<file path="src/sv/thread_slot_scheduler_core_defines.svh">
// Assertion helpers shared by the scheduler RTL.
`ifndef THREAD_SLOT_SCHEDULER_CORE_DEFINES_SVH
`define THREAD_SLOT_SCHEDULER_CORE_DEFINES_SVH

// Condition that must hold at every clock edge out of reset.
`define TSS_ASSERT_ALWAYS(lbl, cond, msg) \
  lbl: assert property (@(posedge clk) disable iff (!rst_n) (cond)) else $error(msg);

// Consequence that must hold in the cycle after the antecedent.
`define TSS_ASSERT_NEXT(lbl, ante, cons, msg) \
  lbl: assert property (@(posedge clk) disable iff (!rst_n) (ante) |=> (cons)) else $error(msg);

`endif

</file>
<file path="src/sv/tss_pkg.sv">
package tss_pkg;

  typedef enum logic [2:0] {
    REQ_CREATE  = 3'd0,
    REQ_START   = 3'd1,
    REQ_CANCEL  = 3'd2,
    REQ_RELEASE = 3'd3,
    REQ_RESCHED = 3'd4
  } req_t;

  typedef enum logic [1:0] {
    STS_OK      = 2'd0,
    STS_INVALID = 2'd1,
    STS_REFUSED = 2'd2
  } status_t;

  typedef enum logic [1:0] {
    SS_UNUSED   = 2'd0,
    SS_CREATED  = 2'd1,
    SS_RUNNABLE = 2'd2,
    SS_FINISHED = 2'd3
  } sstate_t;

  typedef enum logic [1:0] {
    Q_NONE  = 2'd0,
    Q_FREE  = 2'd1,
    Q_READY = 2'd2
  } qtag_t;

  // Per-field write enables of the slot record memory.
  typedef struct packed {
    logic st;
    logic rc;
    logic nx;
    logic pv;
    logic tag;
  } wr_en_t;

endpackage

</file>
<file path="src/sv/tss_slot_mem.sv">
module tss_slot_mem #(
  parameter int SLOT_COUNT = 32,
  parameter int IW = 5
) (
  input  logic            clk,
  input  logic            rst_n,
  input  logic [IW-1:0]   rd_addr,
  output logic [1:0]      rd_st,
  output logic [1:0]      rd_rc,
  output logic [IW-1:0]   rd_nx,
  output logic [IW-1:0]   rd_pv,
  output logic [1:0]      rd_tag,
  input  tss_pkg::wr_en_t wr_en,
  input  logic [IW-1:0]   wr_addr,
  input  logic [1:0]      wr_st,
  input  logic [1:0]      wr_rc,
  input  logic [IW-1:0]   wr_nx,
  input  logic [IW-1:0]   wr_pv,
  input  logic [1:0]      wr_tag
);
  import tss_pkg::*;

  logic [1:0]    st_mem  [SLOT_COUNT];
  logic [1:0]    rc_mem  [SLOT_COUNT];
  logic [IW-1:0] nx_mem  [SLOT_COUNT];
  logic [IW-1:0] pv_mem  [SLOT_COUNT];
  logic [1:0]    tag_mem [SLOT_COUNT];

  // An entry whose field was never written reads as its reset value.
  logic [SLOT_COUNT-1:0] st_vld_r, rc_vld_r, nx_vld_r, pv_vld_r, tag_vld_r;

  logic [1:0]    st_q_r, rc_q_r, tag_q_r;
  logic [IW-1:0] nx_q_r, pv_q_r, addr_q_r;
  logic          st_v_r, rc_v_r, nx_v_r, pv_v_r, tag_v_r;

  always_ff @(posedge clk) begin
    if (wr_en.st)  st_mem[wr_addr]  <= wr_st;
    if (wr_en.rc)  rc_mem[wr_addr]  <= wr_rc;
    if (wr_en.nx)  nx_mem[wr_addr]  <= wr_nx;
    if (wr_en.pv)  pv_mem[wr_addr]  <= wr_pv;
    if (wr_en.tag) tag_mem[wr_addr] <= wr_tag;
    st_q_r   <= st_mem[rd_addr];
    rc_q_r   <= rc_mem[rd_addr];
    nx_q_r   <= nx_mem[rd_addr];
    pv_q_r   <= pv_mem[rd_addr];
    tag_q_r  <= tag_mem[rd_addr];
    addr_q_r <= rd_addr;
  end

  always_ff @(posedge clk) begin
    if (!rst_n) begin
      st_vld_r  <= '0;
      rc_vld_r  <= '0;
      nx_vld_r  <= '0;
      pv_vld_r  <= '0;
      tag_vld_r <= '0;
      st_v_r    <= 1'b0;
      rc_v_r    <= 1'b0;
      nx_v_r    <= 1'b0;
      pv_v_r    <= 1'b0;
      tag_v_r   <= 1'b0;
    end else begin
      if (wr_en.st)  st_vld_r[wr_addr]  <= 1'b1;
      if (wr_en.rc)  rc_vld_r[wr_addr]  <= 1'b1;
      if (wr_en.nx)  nx_vld_r[wr_addr]  <= 1'b1;
      if (wr_en.pv)  pv_vld_r[wr_addr]  <= 1'b1;
      if (wr_en.tag) tag_vld_r[wr_addr] <= 1'b1;
      st_v_r  <= st_vld_r[rd_addr];
      rc_v_r  <= rc_vld_r[rd_addr];
      nx_v_r  <= nx_vld_r[rd_addr];
      pv_v_r  <= pv_vld_r[rd_addr];
      tag_v_r <= tag_vld_r[rd_addr];
    end
  end

  logic [IW-1:0] nx_rst, pv_rst;
  logic [1:0]    tag_rst;

  always_comb begin
    nx_rst  = (addr_q_r == IW'(SLOT_COUNT - 1)) ? '0 : addr_q_r + IW'(1);
    pv_rst  = (addr_q_r == '0) ? '0 : addr_q_r - IW'(1);
    tag_rst = (addr_q_r == '0) ? Q_NONE : Q_FREE;
  end

  assign rd_st  = st_v_r  ? st_q_r  : SS_UNUSED;
  assign rd_rc  = rc_v_r  ? rc_q_r  : 2'd0;
  assign rd_nx  = nx_v_r  ? nx_q_r  : nx_rst;
  assign rd_pv  = pv_v_r  ? pv_q_r  : pv_rst;
  assign rd_tag = tag_v_r ? tag_q_r : tag_rst;

endmodule

</file>
<file path="src/sv/thread_slot_scheduler_core.sv">
// Sequencing: the result of a request loads once any earlier result is taken; a reschedule from main
// drops each finished slot found at the ready head, and frees it if that was its last reference.
// Throughput: one request at a time; the next is accepted the cycle after the result loads. The
// sequencer steps the slot record memory, one read and one write per cycle.
// Reset: synchronous, active low; all slots unused, slots 1 and up free, ready queue empty, slot 0 running.
`include "thread_slot_scheduler_core_defines.svh"

module thread_slot_scheduler_core #(
  parameter int SLOT_COUNT = 32
) (
  input  logic       clk,
  input  logic       rst_n,
  input  logic       in_valid,
  output logic       in_ready,
  input  logic [2:0] in_req_type,
  input  logic [4:0] in_target_slot,
  input  logic       in_stack_granted,
  output logic       out_valid,
  input  logic       out_ready,
  output logic [1:0] out_status,
  output logic [4:0] out_result_slot,
  output logic [1:0] out_slot_state,
  output logic [4:0] out_running_slot,
  output logic       out_switched
);
  import tss_pkg::*;

  localparam int IW = $clog2(SLOT_COUNT);
  localparam int HW = $clog2(SLOT_COUNT + 1);
  localparam logic [HW-1:0] NIL = HW'(SLOT_COUNT);

  typedef enum logic [3:0] {
    S_IDLE, S_DEC, S_RM_RD, S_RM_DEC, S_RM_PV, S_RM_NX, S_RM_S,
    S_AP_T, S_AP_S, S_RS_CHK, S_RS_DEC, S_RS_NM, S_RS_NM2,
    S_FIN, S_FIN_W, S_OUT
  } fsm_t;

  typedef enum logic {K_FIN, K_LOOP} cont_t;

  fsm_t state_r, state_nxt;
  cont_t cont_r, cont_nxt;
  logic [2:0] req_r, req_nxt;
  logic tgt_ok_r, tgt_ok_nxt, gr_r, gr_nxt;
  logic [IW-1:0] tgt_r, tgt_nxt, cur_r, cur_nxt, before_r, before_nxt, s_r, s_nxt;
  logic [HW-1:0] rh_r, rh_nxt, rt_r, rt_nxt, fh_r, fh_nxt, ft_r, ft_nxt;
  logic pst_we_r, pst_we_nxt, prc_we_r, prc_we_nxt, ap_pend_r, ap_pend_nxt;
  logic [1:0] pst_r, pst_nxt, prc_r, prc_nxt, ap_tag_r, ap_tag_nxt;
  logic rm_q_r, rm_q_nxt, rm_head_r, rm_head_nxt, rm_tail_r, rm_tail_nxt;
  logic [IW-1:0] rm_nx_r, rm_nx_nxt, rm_pv_r, rm_pv_nxt;
  logic [1:0] status_r, status_nxt, sst_r, sst_nxt;
  logic [4:0] rslot_r, rslot_nxt;
  logic [IW-1:0] rep_r, rep_nxt;
  logic rep_ok_r, rep_ok_nxt;
  logic out_valid_r, out_valid_nxt, out_sw_r, out_sw_nxt;
  logic [1:0] out_status_r, out_status_nxt, out_sst_r, out_sst_nxt;
  logic [4:0] out_rslot_r, out_rslot_nxt, out_run_r, out_run_nxt;

  logic [IW-1:0] rd_addr, rd_nx, rd_pv, wr_addr, wr_nx, wr_pv;
  logic [1:0] rd_st, rd_rc, rd_tag, wr_st, wr_rc, wr_tag;
  wr_en_t wr_en;

  tss_slot_mem #(.SLOT_COUNT(SLOT_COUNT), .IW(IW)) u_mem (
    .clk, .rst_n, .rd_addr, .rd_st, .rd_rc, .rd_nx, .rd_pv, .rd_tag,
    .wr_en, .wr_addr, .wr_st, .wr_rc, .wr_nx, .wr_pv, .wr_tag
  );

  logic accept;
  logic ap_empty;
  logic [HW-1:0] ap_tail;

  assign accept   = in_valid && in_ready;
  assign in_ready = (state_r == S_IDLE);
  assign ap_tail  = (ap_tag_r == Q_FREE) ? ft_r : rt_r;
  assign ap_empty = (ap_tail >= NIL);

  always_comb begin
    state_nxt = state_r; cont_nxt = cont_r; req_nxt = req_r; tgt_ok_nxt = tgt_ok_r;
    gr_nxt = gr_r; tgt_nxt = tgt_r; cur_nxt = cur_r; before_nxt = before_r; s_nxt = s_r;
    rh_nxt = rh_r; rt_nxt = rt_r; fh_nxt = fh_r; ft_nxt = ft_r;
    pst_we_nxt = pst_we_r; pst_nxt = pst_r; prc_we_nxt = prc_we_r; prc_nxt = prc_r;
    ap_pend_nxt = ap_pend_r; ap_tag_nxt = ap_tag_r;
    rm_q_nxt = rm_q_r; rm_head_nxt = rm_head_r; rm_tail_nxt = rm_tail_r;
    rm_nx_nxt = rm_nx_r; rm_pv_nxt = rm_pv_r;
    status_nxt = status_r; sst_nxt = sst_r; rslot_nxt = rslot_r;
    rep_nxt = rep_r; rep_ok_nxt = rep_ok_r;
    out_valid_nxt = out_valid_r && !out_ready;
    out_status_nxt = out_status_r; out_sst_nxt = out_sst_r; out_rslot_nxt = out_rslot_r;
    out_run_nxt = out_run_r; out_sw_nxt = out_sw_r;
    rd_addr = s_r;
    wr_en = '0; wr_addr = s_r;
    wr_st = pst_r; wr_rc = prc_r; wr_nx = '0; wr_pv = '0; wr_tag = Q_NONE;

    case (state_r)
      S_IDLE: begin
        rd_addr = IW'(in_target_slot);
        if (accept) begin
          req_nxt    = in_req_type;
          tgt_nxt    = IW'(in_target_slot);
          tgt_ok_nxt = (32'(in_target_slot) < SLOT_COUNT);
          rep_nxt    = IW'(in_target_slot);
          rep_ok_nxt = (32'(in_target_slot) < SLOT_COUNT);
          gr_nxt     = in_stack_granted;
          before_nxt = cur_r;
          status_nxt = STS_OK;
          rslot_nxt  = '0;
          pst_we_nxt = 1'b0;
          prc_we_nxt = 1'b0;
          ap_pend_nxt = 1'b0;
          cont_nxt   = K_FIN;
          state_nxt  = S_DEC;
        end
      end
      S_DEC: begin
        s_nxt = tgt_r;
        state_nxt = S_FIN;
        case (req_r)
          REQ_CREATE: begin
            if (cur_r != '0 || fh_r >= NIL || !gr_r) begin
              status_nxt = STS_REFUSED;
            end else begin
              s_nxt = fh_r[IW-1:0];
              rslot_nxt = 5'(fh_r[IW-1:0]);
              rep_nxt = fh_r[IW-1:0];
              rep_ok_nxt = 1'b1;
              pst_we_nxt = 1'b1; pst_nxt = SS_CREATED;
              prc_we_nxt = 1'b1; prc_nxt = 2'd1;
              state_nxt = S_RM_RD;
            end
          end
          REQ_START: begin
            if (!tgt_ok_r || rd_st != SS_CREATED) begin
              status_nxt = STS_INVALID;
            end else if (cur_r != '0) begin
              status_nxt = STS_REFUSED;
            end else begin
              pst_we_nxt = 1'b1; pst_nxt = SS_RUNNABLE;
              prc_we_nxt = 1'b1; prc_nxt = (rd_rc == 2'd3) ? 2'd3 : rd_rc + 2'd1;
              ap_pend_nxt = 1'b1; ap_tag_nxt = Q_READY;
              state_nxt = S_RM_RD;
            end
          end
          REQ_CANCEL: begin
            if (!tgt_ok_r || rd_st == SS_FINISHED || rd_st == SS_UNUSED) begin
              status_nxt = STS_INVALID;
            end else if (cur_r == '0) begin
              // Finish, dequeue and drop one reference in a single record update.
              pst_we_nxt = 1'b1; pst_nxt = (rd_rc == 2'd1) ? SS_UNUSED : SS_FINISHED;
              prc_we_nxt = (rd_rc != 2'd0);
              prc_nxt = (rd_rc == 2'd1) ? 2'd0 : rd_rc - 2'd1;
              ap_pend_nxt = (rd_rc == 2'd1); ap_tag_nxt = Q_FREE;
              state_nxt = S_RM_RD;
            end else begin
              wr_en.st = 1'b1; wr_addr = tgt_r; wr_st = SS_FINISHED;
              if (tgt_r == cur_r) begin
                cur_nxt = '0;
                if (rd_tag == Q_NONE) begin
                  ap_tag_nxt = Q_READY;
                  state_nxt = S_AP_T;
                end
              end
            end
          end
          REQ_RELEASE: begin
            if (!tgt_ok_r) begin
              status_nxt = STS_INVALID;
            end else if (cur_r != '0) begin
              status_nxt = STS_REFUSED;
            end else if (rd_rc == 2'd1) begin
              pst_we_nxt = 1'b1; pst_nxt = SS_UNUSED;
              prc_we_nxt = 1'b1; prc_nxt = 2'd0;
              ap_pend_nxt = 1'b1; ap_tag_nxt = Q_FREE;
              state_nxt = S_RM_RD;
            end else if (rd_rc != 2'd0) begin
              wr_en.rc = 1'b1; wr_addr = tgt_r; wr_rc = rd_rc - 2'd1;
            end
          end
          REQ_RESCHED: begin
            state_nxt = (cur_r == '0) ? S_RS_CHK : S_RS_NM;
          end
          default: begin
            status_nxt = STS_INVALID;
          end
        endcase
      end
      S_RM_RD: begin
        rd_addr = s_r;
        state_nxt = S_RM_DEC;
      end
      S_RM_DEC: begin
        rm_q_nxt = (rd_tag == Q_FREE) || (rd_tag == Q_READY);
        rm_nx_nxt = rd_nx;
        rm_pv_nxt = rd_pv;
        rm_head_nxt = 1'b0;
        rm_tail_nxt = 1'b0;
        if (rd_tag == Q_FREE) begin
          rm_head_nxt = (fh_r == HW'(s_r));
          rm_tail_nxt = (ft_r == HW'(s_r));
          if (fh_r == HW'(s_r)) fh_nxt = (ft_r == HW'(s_r)) ? NIL : HW'(rd_nx);
          if (ft_r == HW'(s_r)) ft_nxt = (fh_r == HW'(s_r)) ? NIL : HW'(rd_pv);
        end else if (rd_tag == Q_READY) begin
          rm_head_nxt = (rh_r == HW'(s_r));
          rm_tail_nxt = (rt_r == HW'(s_r));
          if (rh_r == HW'(s_r)) rh_nxt = (rt_r == HW'(s_r)) ? NIL : HW'(rd_nx);
          if (rt_r == HW'(s_r)) rt_nxt = (rh_r == HW'(s_r)) ? NIL : HW'(rd_pv);
        end
        state_nxt = S_RM_PV;
      end
      S_RM_PV: begin
        if (rm_q_r && !rm_head_r) begin
          wr_en.nx = 1'b1; wr_addr = rm_pv_r; wr_nx = rm_nx_r;
        end
        state_nxt = S_RM_NX;
      end
      S_RM_NX: begin
        if (rm_q_r && !rm_tail_r) begin
          wr_en.pv = 1'b1; wr_addr = rm_nx_r; wr_pv = rm_pv_r;
        end
        state_nxt = S_RM_S;
      end
      S_RM_S: begin
        wr_addr = s_r;
        wr_en.tag = 1'b1; wr_en.nx = 1'b1; wr_en.pv = 1'b1;
        wr_en.st = pst_we_r; wr_en.rc = prc_we_r;
        if (ap_pend_r) state_nxt = S_AP_T;
        else state_nxt = (cont_r == K_LOOP) ? S_RS_CHK : S_FIN;
      end
      S_AP_T: begin
        if (!ap_empty) begin
          wr_en.nx = 1'b1; wr_addr = ap_tail[IW-1:0]; wr_nx = s_r;
        end
        state_nxt = S_AP_S;
      end
      S_AP_S: begin
        wr_addr = s_r;
        wr_en.tag = 1'b1; wr_en.nx = 1'b1; wr_en.pv = 1'b1;
        wr_tag = ap_tag_r;
        wr_pv = ap_empty ? '0 : ap_tail[IW-1:0];
        if (ap_tag_r == Q_FREE) begin
          if (ap_empty) fh_nxt = HW'(s_r);
          ft_nxt = HW'(s_r);
        end else begin
          if (ap_empty) rh_nxt = HW'(s_r);
          rt_nxt = HW'(s_r);
        end
        state_nxt = (cont_r == K_LOOP) ? S_RS_CHK : S_FIN;
      end
      S_RS_CHK: begin
        rd_addr = rh_r[IW-1:0];
        state_nxt = (rh_r >= NIL) ? S_FIN : S_RS_DEC;
      end
      S_RS_DEC: begin
        s_nxt = rh_r[IW-1:0];
        if (rd_st == SS_FINISHED) begin
          pst_we_nxt = (rd_rc == 2'd1); pst_nxt = SS_UNUSED;
          prc_we_nxt = (rd_rc != 2'd0);
          prc_nxt = (rd_rc == 2'd1) ? 2'd0 : rd_rc - 2'd1;
          ap_pend_nxt = (rd_rc == 2'd1); ap_tag_nxt = Q_FREE;
          cont_nxt = K_LOOP;
        end else begin
          pst_we_nxt = 1'b0; prc_we_nxt = 1'b0; ap_pend_nxt = 1'b0;
          cur_nxt = rh_r[IW-1:0];
          cont_nxt = K_FIN;
        end
        state_nxt = S_RM_RD;
      end
      S_RS_NM: begin
        rd_addr = cur_r;
        state_nxt = S_RS_NM2;
      end
      S_RS_NM2: begin
        s_nxt = cur_r;
        cur_nxt = '0;
        ap_tag_nxt = Q_READY;
        state_nxt = (rd_tag == Q_NONE) ? S_AP_T : S_FIN;
      end
      S_FIN: begin
        rd_addr = rep_r;
        state_nxt = S_FIN_W;
      end
      S_FIN_W: begin
        sst_nxt = rep_ok_r ? rd_st : SS_UNUSED;
        state_nxt = S_OUT;
      end
      S_OUT: begin
        if (!out_valid_r || out_ready) begin
          out_valid_nxt  = 1'b1;
          out_status_nxt = status_r;
          out_rslot_nxt  = (req_r == REQ_RESCHED) ? 5'(cur_r) : rslot_r;
          out_sst_nxt    = sst_r;
          out_run_nxt    = 5'(cur_r);
          out_sw_nxt     = (cur_r != before_r);
          state_nxt      = S_IDLE;
        end
      end
      default: state_nxt = S_IDLE;
    endcase
  end

  always_ff @(posedge clk) begin
    if (!rst_n) begin
      state_r <= S_IDLE;
      cont_r <= K_FIN;
      cur_r <= '0;
      rh_r <= NIL;
      rt_r <= NIL;
      fh_r <= HW'(1);
      ft_r <= HW'(SLOT_COUNT - 1);
      out_valid_r <= 1'b0;
      pst_we_r <= 1'b0;
      prc_we_r <= 1'b0;
      ap_pend_r <= 1'b0;
    end else begin
      state_r <= state_nxt;
      cont_r <= cont_nxt;
      cur_r <= cur_nxt;
      rh_r <= rh_nxt;
      rt_r <= rt_nxt;
      fh_r <= fh_nxt;
      ft_r <= ft_nxt;
      out_valid_r <= out_valid_nxt;
      pst_we_r <= pst_we_nxt;
      prc_we_r <= prc_we_nxt;
      ap_pend_r <= ap_pend_nxt;
    end
    req_r <= req_nxt; tgt_ok_r <= tgt_ok_nxt; gr_r <= gr_nxt; tgt_r <= tgt_nxt;
    before_r <= before_nxt; s_r <= s_nxt;
    pst_r <= pst_nxt; prc_r <= prc_nxt; ap_tag_r <= ap_tag_nxt;
    rm_q_r <= rm_q_nxt; rm_head_r <= rm_head_nxt; rm_tail_r <= rm_tail_nxt;
    rm_nx_r <= rm_nx_nxt; rm_pv_r <= rm_pv_nxt;
    status_r <= status_nxt; sst_r <= sst_nxt; rslot_r <= rslot_nxt;
    rep_r <= rep_nxt; rep_ok_r <= rep_ok_nxt;
    out_status_r <= out_status_nxt; out_sst_r <= out_sst_nxt;
    out_rslot_r <= out_rslot_nxt; out_run_r <= out_run_nxt; out_sw_r <= out_sw_nxt;
  end

  assign out_valid        = out_valid_r;
  assign out_status       = out_status_r;
  assign out_result_slot  = out_rslot_r;
  assign out_slot_state   = out_sst_r;
  assign out_running_slot = out_run_r;
  assign out_switched     = out_sw_r;

  `TSS_ASSERT_ALWAYS(a_ready_q_ends, (rh_r >= NIL) == (rt_r >= NIL), "ready queue ends disagree")
  `TSS_ASSERT_ALWAYS(a_free_q_ends, (fh_r >= NIL) == (ft_r >= NIL), "free queue ends disagree")
  `TSS_ASSERT_NEXT(a_accept_busy, accept, !in_ready && state_r == S_DEC, "busy after accept")

endmodule
</file>
<file path="config.mk">
export PLATFORM = sky130hd
export DESIGN_NAME = thread_slot_scheduler_core
export DESIGN_NICKNAME = d
export VERILOG_FILES = /design/src/sv/tss_pkg.sv /design/src/sv/tss_slot_mem.sv /design/src/sv/thread_slot_scheduler_core.sv
export VERILOG_INCLUDE_DIRS = /design/src /design/src/sv
export SDC_FILE = /design/constraint.sdc
export NUM_CORES = 1
export LEC_CHECK = 0
export ABC_AREA = 0
export ABC_CLOCK_PERIOD_IN_PS = 4400
export BUFFER_PORTS_ARGS = -buffer_cell sky130_fd_sc_hd__buf_2
export CORE_MARGIN = 4
export CORE_UTILIZATION = 40
export DETAILED_ROUTE_END_ITERATION = 8
export GPL_TIMING_DRIVEN = 0
export SYNTH_ARGS = -nofsm -noshare
export SYNTH_HDL_FRONTEND = slang
export SYNTH_SLANG_ARGS = --single-unit
</file>
<file path="constraint.sdc">
create_clock -name clk -period 4.4 [get_ports clk]
set_clock_uncertainty 0.05 [all_clocks]
set_input_delay 0.22 -clock clk [delete_from_list [all_inputs] [get_ports clk]]
set_output_delay 0.22 -clock clk [all_outputs]
set_load 0.03 [all_outputs]
</file>
[Yosys cells after proc, flatten, opt, wreduce, memory -nomap -nowiden]
Memories as Yosys holds them, arrays and structs flattened. A register that Yosys moved wholly into a read port is not among the register bits.
Cells that the tools add are included.
Word-level totals
  register bits after elaboration: 276
  RAM bits: 512
  input port bits: 13
  output and inout port bits: 17
  logic and storage cells: 372
  memories kept: 5
Memories
  u_mem.nx_mem: depth 32, width 5, rd ports 1, clocked after Yosys merged registers in 1, write ports 1, line tss_slot_mem.sv:25  | logic [IW-1:0] nx_mem [SLOT_COUNT];
  u_mem.pv_mem: depth 32, width 5, rd ports 1, clocked after Yosys merged registers in 1, write ports 1, line tss_slot_mem.sv:26  | logic [IW-1:0] pv_mem [SLOT_COUNT];
  u_mem.rc_mem: depth 32, width 2, rd ports 1, clocked after Yosys merged registers in 1, write ports 1, line tss_slot_mem.sv:24  | logic [1:0] rc_mem [SLOT_COUNT];
  u_mem.st_mem: depth 32, width 2, rd ports 1, clocked after Yosys merged registers in 1, write ports 1, line tss_slot_mem.sv:23  | logic [1:0] st_mem [SLOT_COUNT];
  u_mem.tag_mem: depth 32, width 2, rd ports 1, clocked after Yosys merged registers in 1, write ports 1, line tss_slot_mem.sv:27  | logic [1:0] tag_mem [SLOT_COUNT];
Operators by class
  $add $sub $neg: 4
  $lt $le $gt $ge: 6
  equality and inequality tests: 67
  multiplexer cells: 195
  bitwise gates (word level): 5
  reduce and logical (&&, ||, !) cells: 45
Operators with widths (count)
  bitwise OR 32 bit: 5
  2-to-1 mux 5 bit: 28
  2-to-1 mux 6 bit: 20
  2-to-1 mux 2 bit: 42
  case mux 4 bit (16 select lines): 1
  2-to-1 mux 1 bit: 51
  case mux 5 bit (2 select lines): 5
  2-to-1 mux 4 bit: 12
  case mux 6 bit (2 select lines): 4
  case mux 5 bit (4 select lines): 2
  inequality test 2 bit, second input constant: 18
  == test 4 bit, second input constant: 8
  case mux 5 bit (3 select lines): 2
  AND reduction 10 bit: 3
  inequality test 3 bit, second input constant: 9
  binary-select mux 1 bit (select 5 bit): 5
  == test 6 x 5 -> 1 bit: 4
  case mux 4 bit (5 select lines): 1
  greater-or-equal comparator 6 bit, second input constant: 3
  == test 4 x 3 -> 1 bit, second input constant: 4
  case mux 2 bit (2 select lines): 4
  case mux 2 bit (4 select lines): 2
  case mux 1 bit (3 select lines): 5
  AND reduction 5 bit: 3
  other kinds (41): 81

[Depth between registers and ports, before layout]
Gate-level depths: netlist of the first run.
  depth after elaboration: 12
  depth in mapped cells: 15
  depth with buffers taken out: 13

[Modules after synthesis]
From an unflattened synthesis of the first run, not the netlist that was laid out.
Unflattened totals
  cell total of the unflattened synthesis: 2102
  area total of the unflattened synthesis: 33276.9 µm²
By module, submodules not included
  tss_slot_mem: times used 1, cells each 1462, area an instance 27181.1 µm², sequential area each 19098.3 µm²
  thread_slot_scheduler_core: times used 1, cells each 640, area an instance 6095.8 µm², sequential area each 2772.7 µm²

[Worst setup path after synthesis of the first run]
Ideal clock, no wire load.
  kind: flip-flop to flip-flop
  start: register state_r[1]
  end: register fh_r[0]
  setup time: 0.130 ns
  data arrival time: 3.282 ns
  required time: 4.220 ns
  path slack: 0.938 ns
  cell stages (with the launch flop): 13
  path buffers: 4
  period minus slack after synthesis: 3.462 ns
  path through: dfxtp_1 > buf_4 > buf_6 > clkbuf_1 > nand2_1 > nor3_1 > nand2_1 > o22ai_1 > and2_1 > clkbuf_1 > o211ai_1 > o21ai_0 > nand2_1
Between the ends
  longest elaborated chain between the ends: 3
  elaborated cells on any way between the ends: 9
  classes of those cells: eq/ne (6); mux (1); reduce/logical (2)
Ends and longest elaborated chain
  from (decl): line thread_slot_scheduler_core.sv:40  | fsm_t state_r, state_nxt;
  from (signal assigned): line thread_slot_scheduler_core.sv:313  | state_r <= state_nxt;
  == test 4 bit or == test 4 x 2 -> 1 bit (tied branches): line thread_slot_scheduler_core.sv:93  | case (state_r)
  inequality test 2 bit (no line) or nonzero test 2 bit (tied branches)
  AND reduction 5 bit (no line)
  to (signal assigned): line thread_slot_scheduler_core.sv:318  | fh_r <= fh_nxt;
  to (decl): line thread_slot_scheduler_core.sv:45  | logic [HW-1:0] rh_r, rh_nxt, rt_r, rt_nxt, fh_r, fh_nxt, ft_r, ft_nxt;
Parallel ways exist; a longest one is shown, timed or not.
A chain may end at the register's enable or synchronous reset.

[Worst setup path in the final report of the first run]
  start: register state_r[3]
  end: register u_mem.pv_q_r[2], read port of u_mem.pv_mem
Between the ends
  longest elaborated chain between the ends: 2
  elaborated cells on any way between the ends: 5
  classes of those cells: eq/ne (3); mux (1); reduce/logical (1)
Ends and longest elaborated chain
  == test 4 bit or logical NOT 4 bit (tied branches): line thread_slot_scheduler_core.sv:93
  case mux 5 bit (4 select lines) (*): line thread_slot_scheduler_core.sv:93
  to (decl): line tss_slot_mem.sv:33  | logic [IW-1:0] nx_q_r, pv_q_r, addr_q_r;
Mark *: on every way between the ends. The rest lies on a longest branch, timed or not.

==> results of run 1 <==
[timing repair]
| action | in CTS | in global routing |
|---|---|---|
| pin swaps | 1 | 4 |
| resized for setup | 125 | 104 |
| endpoints found under the hold margin | 15 | 0 |
| hold buffers | 10 | 0 |
| buffers inserted | 3 | 4 |
| endpoints found under the setup margin | 330 | 319 |
| cloned | 0 | 0 |
[state kept, by name, summed over array words and instances (netlist names), 6 cells and up]
register / count
u_mem.rc_mem: 64
u_mem.pv_mem: 160
u_mem.st_mem: 64
u_mem.nx_mem: 160
u_mem.tag_mem: 64
fh_r: 6
u_mem.st_vld_r: 32
u_mem.tag_vld_r: 32
u_mem.nx_vld_r: 32
ft_r: 6
u_mem.rc_vld_r: 32
u_mem.pv_vld_r: 32
rh_r: 6
rt_r: 6
[routing by layer]
layer | routed length [µm] | share of wire [%]
met1 | 50400 | 38
met2 | 56600 | 42
met3 | 17700 | 13
met4 | 8710 | 6.5
met5 | 7 | 0.0052
[synth_stat cells, types with 28 or more instances]
| cell type | count |
|---|---|
| a21oi_1 | 130 |
| a22oi_1 | 28 |
| a31oi_1 | 49 |
| and3_1 | 37 |
| buf_2 | 74 |
| clkbuf_1 | 105 |
| dfxtp_1 | 224 |
| edfxtp_1 | 579 |
| inv_1 | 31 |
| mux2i_1 | 61 |
| nand2_1 | 689 |
| nand3_1 | 214 |
| nor2_1 | 181 |
| nor3_1 | 63 |
| o21a_1 | 103 |
| o21ai_0 | 103 |
[area by class of cell]
| class | count | area [µm²] |
|---|---|---|
| diodes | 2 | 5.00 |
| well taps | 1134 | 1420 |
| clock inverters | 43 | 499 |
| repair buffers | 57 | 503 |
| plain buffers | 201 | 1050 |
| inverters | 36 | 135 |
| fillers | 7797 | 44400 |
| multi-input cells | 2022 | 11800 |
| flip-flops and latches | 803 | 21900 |
| clock buffers | 117 | 2410 |
[worst max-delay path by stage]
stage / to / slack [ns] / start / depth (start not counted)
floorplan: fh_r[0]$_SDFFE_PN1P_ / 0.94 / state_r[1]$_SDFFE_PN0P_ / 12
global placement: u_mem.pv_mem[25][2]$_DFFE_PP_ / -2.01 / state_r[3]$_SDFFE_PN0P_ / 6
detailed placement: u_mem.nx_v_r$_SDFF_PN0_ / -1.27 / state_r[3]$_SDFFE_PN0P_ / 12
CTS: u_mem.pv_mem[27][1]$_DFFE_PP_ / -0.30 / ap_tag_r[0]$_DFFE_PP_ / 8
global route: u_mem.pv_q_r[3]$_DFF_P_ / -0.02 / state_r[3]$_SDFFE_PN0P_ / 13
finish: u_mem.pv_q_r[2]$_DFF_P_ / -0.13 / state_r[3]$_SDFFE_PN0P_ / 13
[worst max-delay path: stages (launching register included)]
cell and delay, ns:
dfxtp_1 0.51, buf_2 0.27, buf_2 0.29, nand4b_1 0.13, a21oi_1 0.20, o22ai_2 0.18, nand2_2 0.24, buf_2 0.33
buf_2 0.44, clkbuf_2 0.55, nand3_1 0.39, o32a_1 0.33, o21ai_0 0.25, a21oi_1 0.15
[through the flow]
| stage | instances | util (%) | instance area (µm²) |
|---|---|---|---|
| 3_3_place_gp | 4227 | 42.4 | 35600 |
| 3_5_place_dp | 4238 | 42.7 | 35900 |
| 6_report | 4415 | 47.2 | 39700 |
| 2_1_floorplan | 3064 | - | 34100 |
| 4_1_cts | 4409 | 46.8 | 39400 |
| 5_1_grt | 4413 | 47.2 | 39700 |
[cells in the final DEF, fill, tap and decap left out, types with 11 or more instances in the layout]
master and n:
nand4_1 11, xor2_1 16, buf_2 79, clkbuf_1 91, o31ai_1 12, clkbuf_16 90, a211oi_1 13, or4_1 11
a22oi_1 28, o21a_1 103, and3_1 37, nor3_2 23, nor2_2 31, edfxtp_1 579, ha_1 11, clkbuf_2 28
a32oi_1 17, a21o_1 11, a21oi_1 129, nand2b_1 13, and2_1 14, nand2_1 683, a31oi_1 48, clkinv_2 14
mux4_2 11, buf_4 30, nor3_1 31, inv_1 31, xnor2_1 18, dfxtp_1 224, mux2i_1 61, o21ai_0 94
nand3_1 210, mux2_2 15, nor2_1 148, o211ai_1 12, clkbuf_4 19
[kinds of logic after synthesis]
| kind of cell | Yosys count |
|---|---|
| and+or+nand+nor | 1300 |
| DFF | 803 |
| AOI/OAI and AO/OA | 590 |
| buffers and inverters | 239 |
| muxes | 87 |
| xor gates and xnor gates | 34 |
| adders and majority gates | 11 |
==> metrics.md, run 1 <==
| Metric | Value |
|---|---|
| Status | `complete, but fails checks` |
| Failing checks | `negative setup slack` |
| Final min period | `~4.5 ns` |
| Yosys Warn Count | `0` |
| Via Count | `~27,000` |
| Routed wire length | `133 mm` |
| Core area | `84,100 µm²` |
| # clock sinks | `803` |
| DIE AREA | `approximately 90,000 µm²` |
| Synth cell types | `90` |
| Crit-path max FO | `10` |
| Ranking of synthesized cells by area | `edfxtp_1 (51%), dfxtp_1 (13%), nand2_1 (7.6%)` |
| Routed vias/inst | `6.12` |
| Slew @ Worst Pin | `1.41 ns` |
| DRC | `0` |
| HP Class | `input port to flop` |
| Setup TNS | `-0.573 ns` |
| FP Rows | `106` |
| Die width | `~300 µm` |
| Met2 usage | `42.9%` |
| Largest family of logic cells by synthesized area | `simple AND/OR/NAND/NOR gates` |
| Routability Congestion | `around 1` |
| Dpl hpwl | `slightly above 90 mm` |
| Gate Count Post-Synth | `3,064` |
| Seq cells post-synth | `803` |
| RSZ-0062 raised after global routing | `true` |
| WHS Endpoint | `ap_pend_r$_SDFFE_PN0P_` |
| Total grt overflow | `0` |
| Synthesized area per cell | `around 11 µm²` |
| Post-synth net total | `around 3,100` |
| Worst slack, placed | `-1.27 ns` |
| Area growth syn-to-layout | `16.5%` |
| Routed len/inst | `between 30 and 40 µm` |
| Clock transition at path regs | `approximately 0.06 ns` |
| CTS tree | `done` |
| H-Tree Depth | `3` |
| Port Buffers | `29` |
| R2R Setup Slk | `-0.13 ns` |
| Nets | `roughly 3,200` |
| Antenna-violating nets left | `0` |
| Synth Area in XOR/XNOR | `0.874%` |
| Complex-gate fraction of the synthesized area | `around an eighth` |
| Seq/Total Area, Yosys | `64.2%` |
| Cell depth of the worst flop-to-flop path | `13` |
| Max Slew Vio Count | `0` |
| Critical Path AT | `roughly 4.9 ns` |
| M1 GR Usage | `38.4%` |
| TritonCTS Buffers | `86` |
| Hold Crit Start | `rst_n` |
| Final hold slack | `between 0.04 and 0.05 ns` |
| # IOs | `30` |
| Worst-skew pair later-pin latency | `roughly 0.66 ns` |
| Synth Area in Simple Gates | `about 17%` |
| Setup crit start kind | `flop` |
| Multiplexer share of the synthesized area | `under 10%` |
| Post-synth top area cell | `edfxtp_1` |
| Synth Cell Area | `34,100 µm²` |
| Final setup margin | `-0.126 ns` |
| Met3 Usage GRT | `8.62%` |
| Adder-cell share of the synthesized area | `less than 1%` |
| Clock root buffer | `clkbuf_16` |
| Worst-case clock buffer depth | `3` |
| Hold path cells | `3` |
| MaxCap Viol Count | `0` |
| Number of global-route vias before repair | `between 20,000 and 25,000` |
| Slew HR | `5.90%` |
| Gr busiest metal | `met2` |
| Pre-antenna DRT Iters | `6` |
| Total GRT Usage | `roughly 29%` |
| Initial core utilization | `between 40% and 50%` |
| # setup viols final | `10` |
| Yosys top cell area share | `between 50 and 60%` |
| First-pass GRT wire length | `between 150 and 200 mm` |
| Die height | `between 200 and 300 µm` |
| Post-synth EDFFs | `between 500 and 600` |
| FF-to-FF Start | `state_r[3]$_SDFFE_PN0P_` |
| Period utilization | `103%` |
| Fin. Hold Viols | `0` |
| DR iter-0 viols | `roughly 4,200` |
| Kind of end point of the critical path | `flop` |
| Pin count of the biggest net entering global routing | `33` |
| Maximum clock frequency | `approximately 220 MHz` |
| Layout cell share with drive strength beyond 1 | `around 14%` |
| CP Data Required Time | `4.81 ns` |
| Synth async-reset ratio | `0%` |
| Crit Reg-Reg Endpoint | `u_mem.pv_q_r[2]$_DFF_P_` |
| Initial antenna violation count | `2` |
| Ys flop type | `edfxtp_1` |
| Critical path class | `flop to flop` |
Power of run 1 is left out: the tool's default activity adds up to more than one toggle a clock period on the data nets, which glitch-free logic cannot reach.
==> run 2: changes to the inputs <==
--- a/config.mk
+++ b/config.mk
@@ -13,6 +13,7 @@
 export CORE_UTILIZATION = 40
 export DETAILED_ROUTE_END_ITERATION = 8
 export GPL_TIMING_DRIVEN = 0
+export RECOVER_POWER = 50
 export SYNTH_ARGS = -nofsm -noshare
 export SYNTH_HDL_FRONTEND = slang
 export SYNTH_SLANG_ARGS = --single-unit
==> run 2 against run 1 <==
- the run still ends with negative setup slack left
- die area unchanged
- final cell count about the same
- cell area about the same
- non-clock buffer count unchanged
- register-to-register slack about the same
- global-route usage unchanged
- sequential cell count unchanged
- clock-buffer cell count unchanged
- utilization about the same
- critical path depth increased by 1
- largest cell class unchanged
==> metrics.md, run 2 (synthesis gave the netlist of run 1 again) <==
| Metric | Value |
|---|---|
| Status | `complete, but fails checks (unchanged)` |
| Failing checks | `negative setup slack (unchanged)` |
| Cell area after layout | `39,700 µm² (about the same)` |
| Maximum clock frequency | `221 MHz (about the same)` |
| Final min period | `4.53 ns (about the same)` |
| Die width | `300 µm (unchanged)` |
| Clock root buffer | `clkbuf_16 (unchanged)` |
| Total GRT Usage | `28.9% (unchanged)` |
| Routed len/inst | `30.2 µm (about the same)` |
| Post-route insts no fill | `4,414 (was 4,415)` |
| DRC | `0 (unchanged)` |
| Max Slew Vio Count | `0 (unchanged)` |
| DP Cell Count | `4,238 (unchanged)` |
| Crit path cell chain | `buf_2 -> buf_2 -> nand4b_1 -> a21oi_1 -> o22ai_2 -> nand2_2 -> inv_1 -> buf_2 -> buf_4 -> clkbuf_2 -> nand2_1 -> a21oi_1 -> a2111oi_1 -> a21oi_1 (was buf_2 -> buf_2 -> nand4b_1 -> a21oi_1 -> o22ai_2 -> nand2_2 -> buf_2 -> buf_2 -> clkbuf_2 -> nand3_1 -> o32a_1 -> o21ai_0 -> a21oi_1)` |
| Routed vias/inst | `6.12 (about the same)` |
| DIE AREA | `89,900 µm² (unchanged)` |
| Via Count | `27,000 (about the same)` |
| Final hold slack | `0.0377 ns (was 0.0441 ns)` |
| Port Buffers | `29 (unchanged)` |
| # IOs | `30 (unchanged)` |
| Most common cell after layout, fill and taps aside | `nand2_1 (unchanged)` |
| First-pass GRT wire length | `185 mm (unchanged)` |
| CTS tree | `done (unchanged)` |
| Total grt overflow | `0 (unchanged)` |
| Routed wire length | `133 mm (about the same)` |
| Setup TNS | `-0.667 ns (was -0.573 ns)` |
| Clock transition at path regs | `0.06 ns (about the same)` |
| Layout cell share with drive strength beyond 1 | `13.7% (was 14.4%)` |
| HP Class | `input port to flop (unchanged)` |
| TritonCTS Buffers | `86 (unchanged)` |
| Die height | `300 µm (unchanged)` |
| Critical path class | `flop to flop (unchanged)` |
| RSZ-0062 raised after global routing | `true (unchanged)` |
| Core area | `84,100 µm² (unchanged)` |
| Slew @ Worst Pin | `1.40 ns (was 1.41 ns)` |
| Setup crit start kind | `flop (unchanged)` |
| DR iter-0 viols | `4,215 (was 4,164)` |
| Slowest library cell on the worst path | `a2111oi_1 (was clkbuf_2)` |
| CP max stage delay | `0.69 ns (was 0.55 ns)` |
| # setup viols final | `11 (was 10)` |
| Period utilization | `103% (about the same)` |
| Initial core utilization | `40.5% (unchanged)` |
| # clock sinks | `803 (unchanged)` |
| Pin count of the biggest net entering global routing | `33 (unchanged)` |
| Worst-skew pair later-pin latency | `0.66 ns (about the same)` |
| H-Tree Depth | `3 (unchanged)` |
| FP Rows | `106 (unchanged)` |
| Number of global-route vias before repair | `24,800 (unchanged)` |
| Slew HR | `6.41% (was 5.90%)` |
| Antenna-violating nets left | `0 (unchanged)` |
| Area growth syn-to-layout | `16.4% (was 16.5%)` |
| Critical Path AT | `4.94 ns (about the same)` |
| Routability Congestion | `0.998 (unchanged)` |
| MaxCap Viol Count | `0 (unchanged)` |
| Top flop regs | `u_mem.nx_mem (160), u_mem.pv_mem (160) (unchanged)` |
| Pre-antenna DRT Iters | `6 (unchanged)` |
| CP Data Required Time | `4.81 ns (about the same)` |
| Worst-case clock buffer depth | `3 (unchanged)` |
| Kind of end point of the critical path | `flop (unchanged)` |
| Initial antenna violation count | `2 (unchanged)` |
| Area post-placement | `35,900 µm² (unchanged)` |
| Dpl hpwl | `91.9 mm (unchanged)` |
| Crit-path max FO | `10 (unchanged)` |
| Final setup margin | `-0.133 ns (was -0.126 ns)` |
| Fin. Hold Viols | `0 (unchanged)` |
| Nets | `3,231 (unchanged)` |
| Commonest non-fill, non-tap cells in the layout | `nand2_1 (683), edfxtp_1 (579), dfxtp_1 (224), nand3_1 (210), nor2_1 (148) (unchanged)` |
[run 2: repair_timing]
action,CTS,global route
hold buffers,10,0
pin swaps,1,4
gates resized for setup,125,104
endpoints found under the hold margin,15,0
setup buffers,3,4
endpoints found under the setup margin,330,319
[run 2: layout make-up]
class / instances / area, µm²
flip-flops and latches: 803 / 21900
multi-input cells: 2022 / 11800
inverters: 36 / 135
repair buffers: 57 / 473
well taps: 1134 / 1420
diodes: 1 / 2.50
plain buffers: 201 / 1050
clock buffers: 117 / 2410
clock inverters: 43 / 499
fillers: 7811 / 44400
[run 2: worst paths after layout]
path                                  to  cells after the start  slack, ns               startpoint
max              u_mem.pv_q_r[4]$_DFF_P_                     14      -0.13  state_r[3]$_SDFFE_PN0P_
min               ap_pend_r$_SDFFE_PN0P_                      3       0.04                    rst_n
max reg2reg      u_mem.pv_q_r[4]$_DFF_P_                     14      -0.13  state_r[3]$_SDFFE_PN0P_
min reg2reg  out_slot_state[0]$_DFFE_PP_                      0       0.37       sst_r[0]$_DFFE_PP_
[run 2: stage by stage]
step / util [%] / worst slack, ns
floorplan: - / 0.938
finish: 47.2 / -0.133
global placement: 42.4 / -2.01
global route: 47.2 / -0.0168
CTS: 46.8 / -0.298
detailed placement: 42.7 / -1.27
[run 2: layer usage]
| layer | up-vias | share of wire, % | global-route usage (%) | routed length [µm] |
|---|---|---|---|---|
| li1 | 11500 | - | - | - |
| met1 | 13100 | 37 | 38.4 | 49900 |
| met2 | 1979 | 43 | 42.9 | 56700 |
| met3 | 406 | 14 | 8.62 | 18100 |
| met4 | 4 | 6.4 | 15.2 | 8520 |
| met5 | - | 0.029 | 0 | 38 |
[run 2: worst max-delay path, delay by kind of cell, from the launching register on]
kind / cells / cell delay (ns)
AO/OA/AOI/OAI: 5 / 1.47
buffers and inverters: 6 / 1.48
flip-flops: 1 / 0.51
AND/OR/NAND/NOR: 3 / 0.79
Power of run 2 is left out for the same reason.
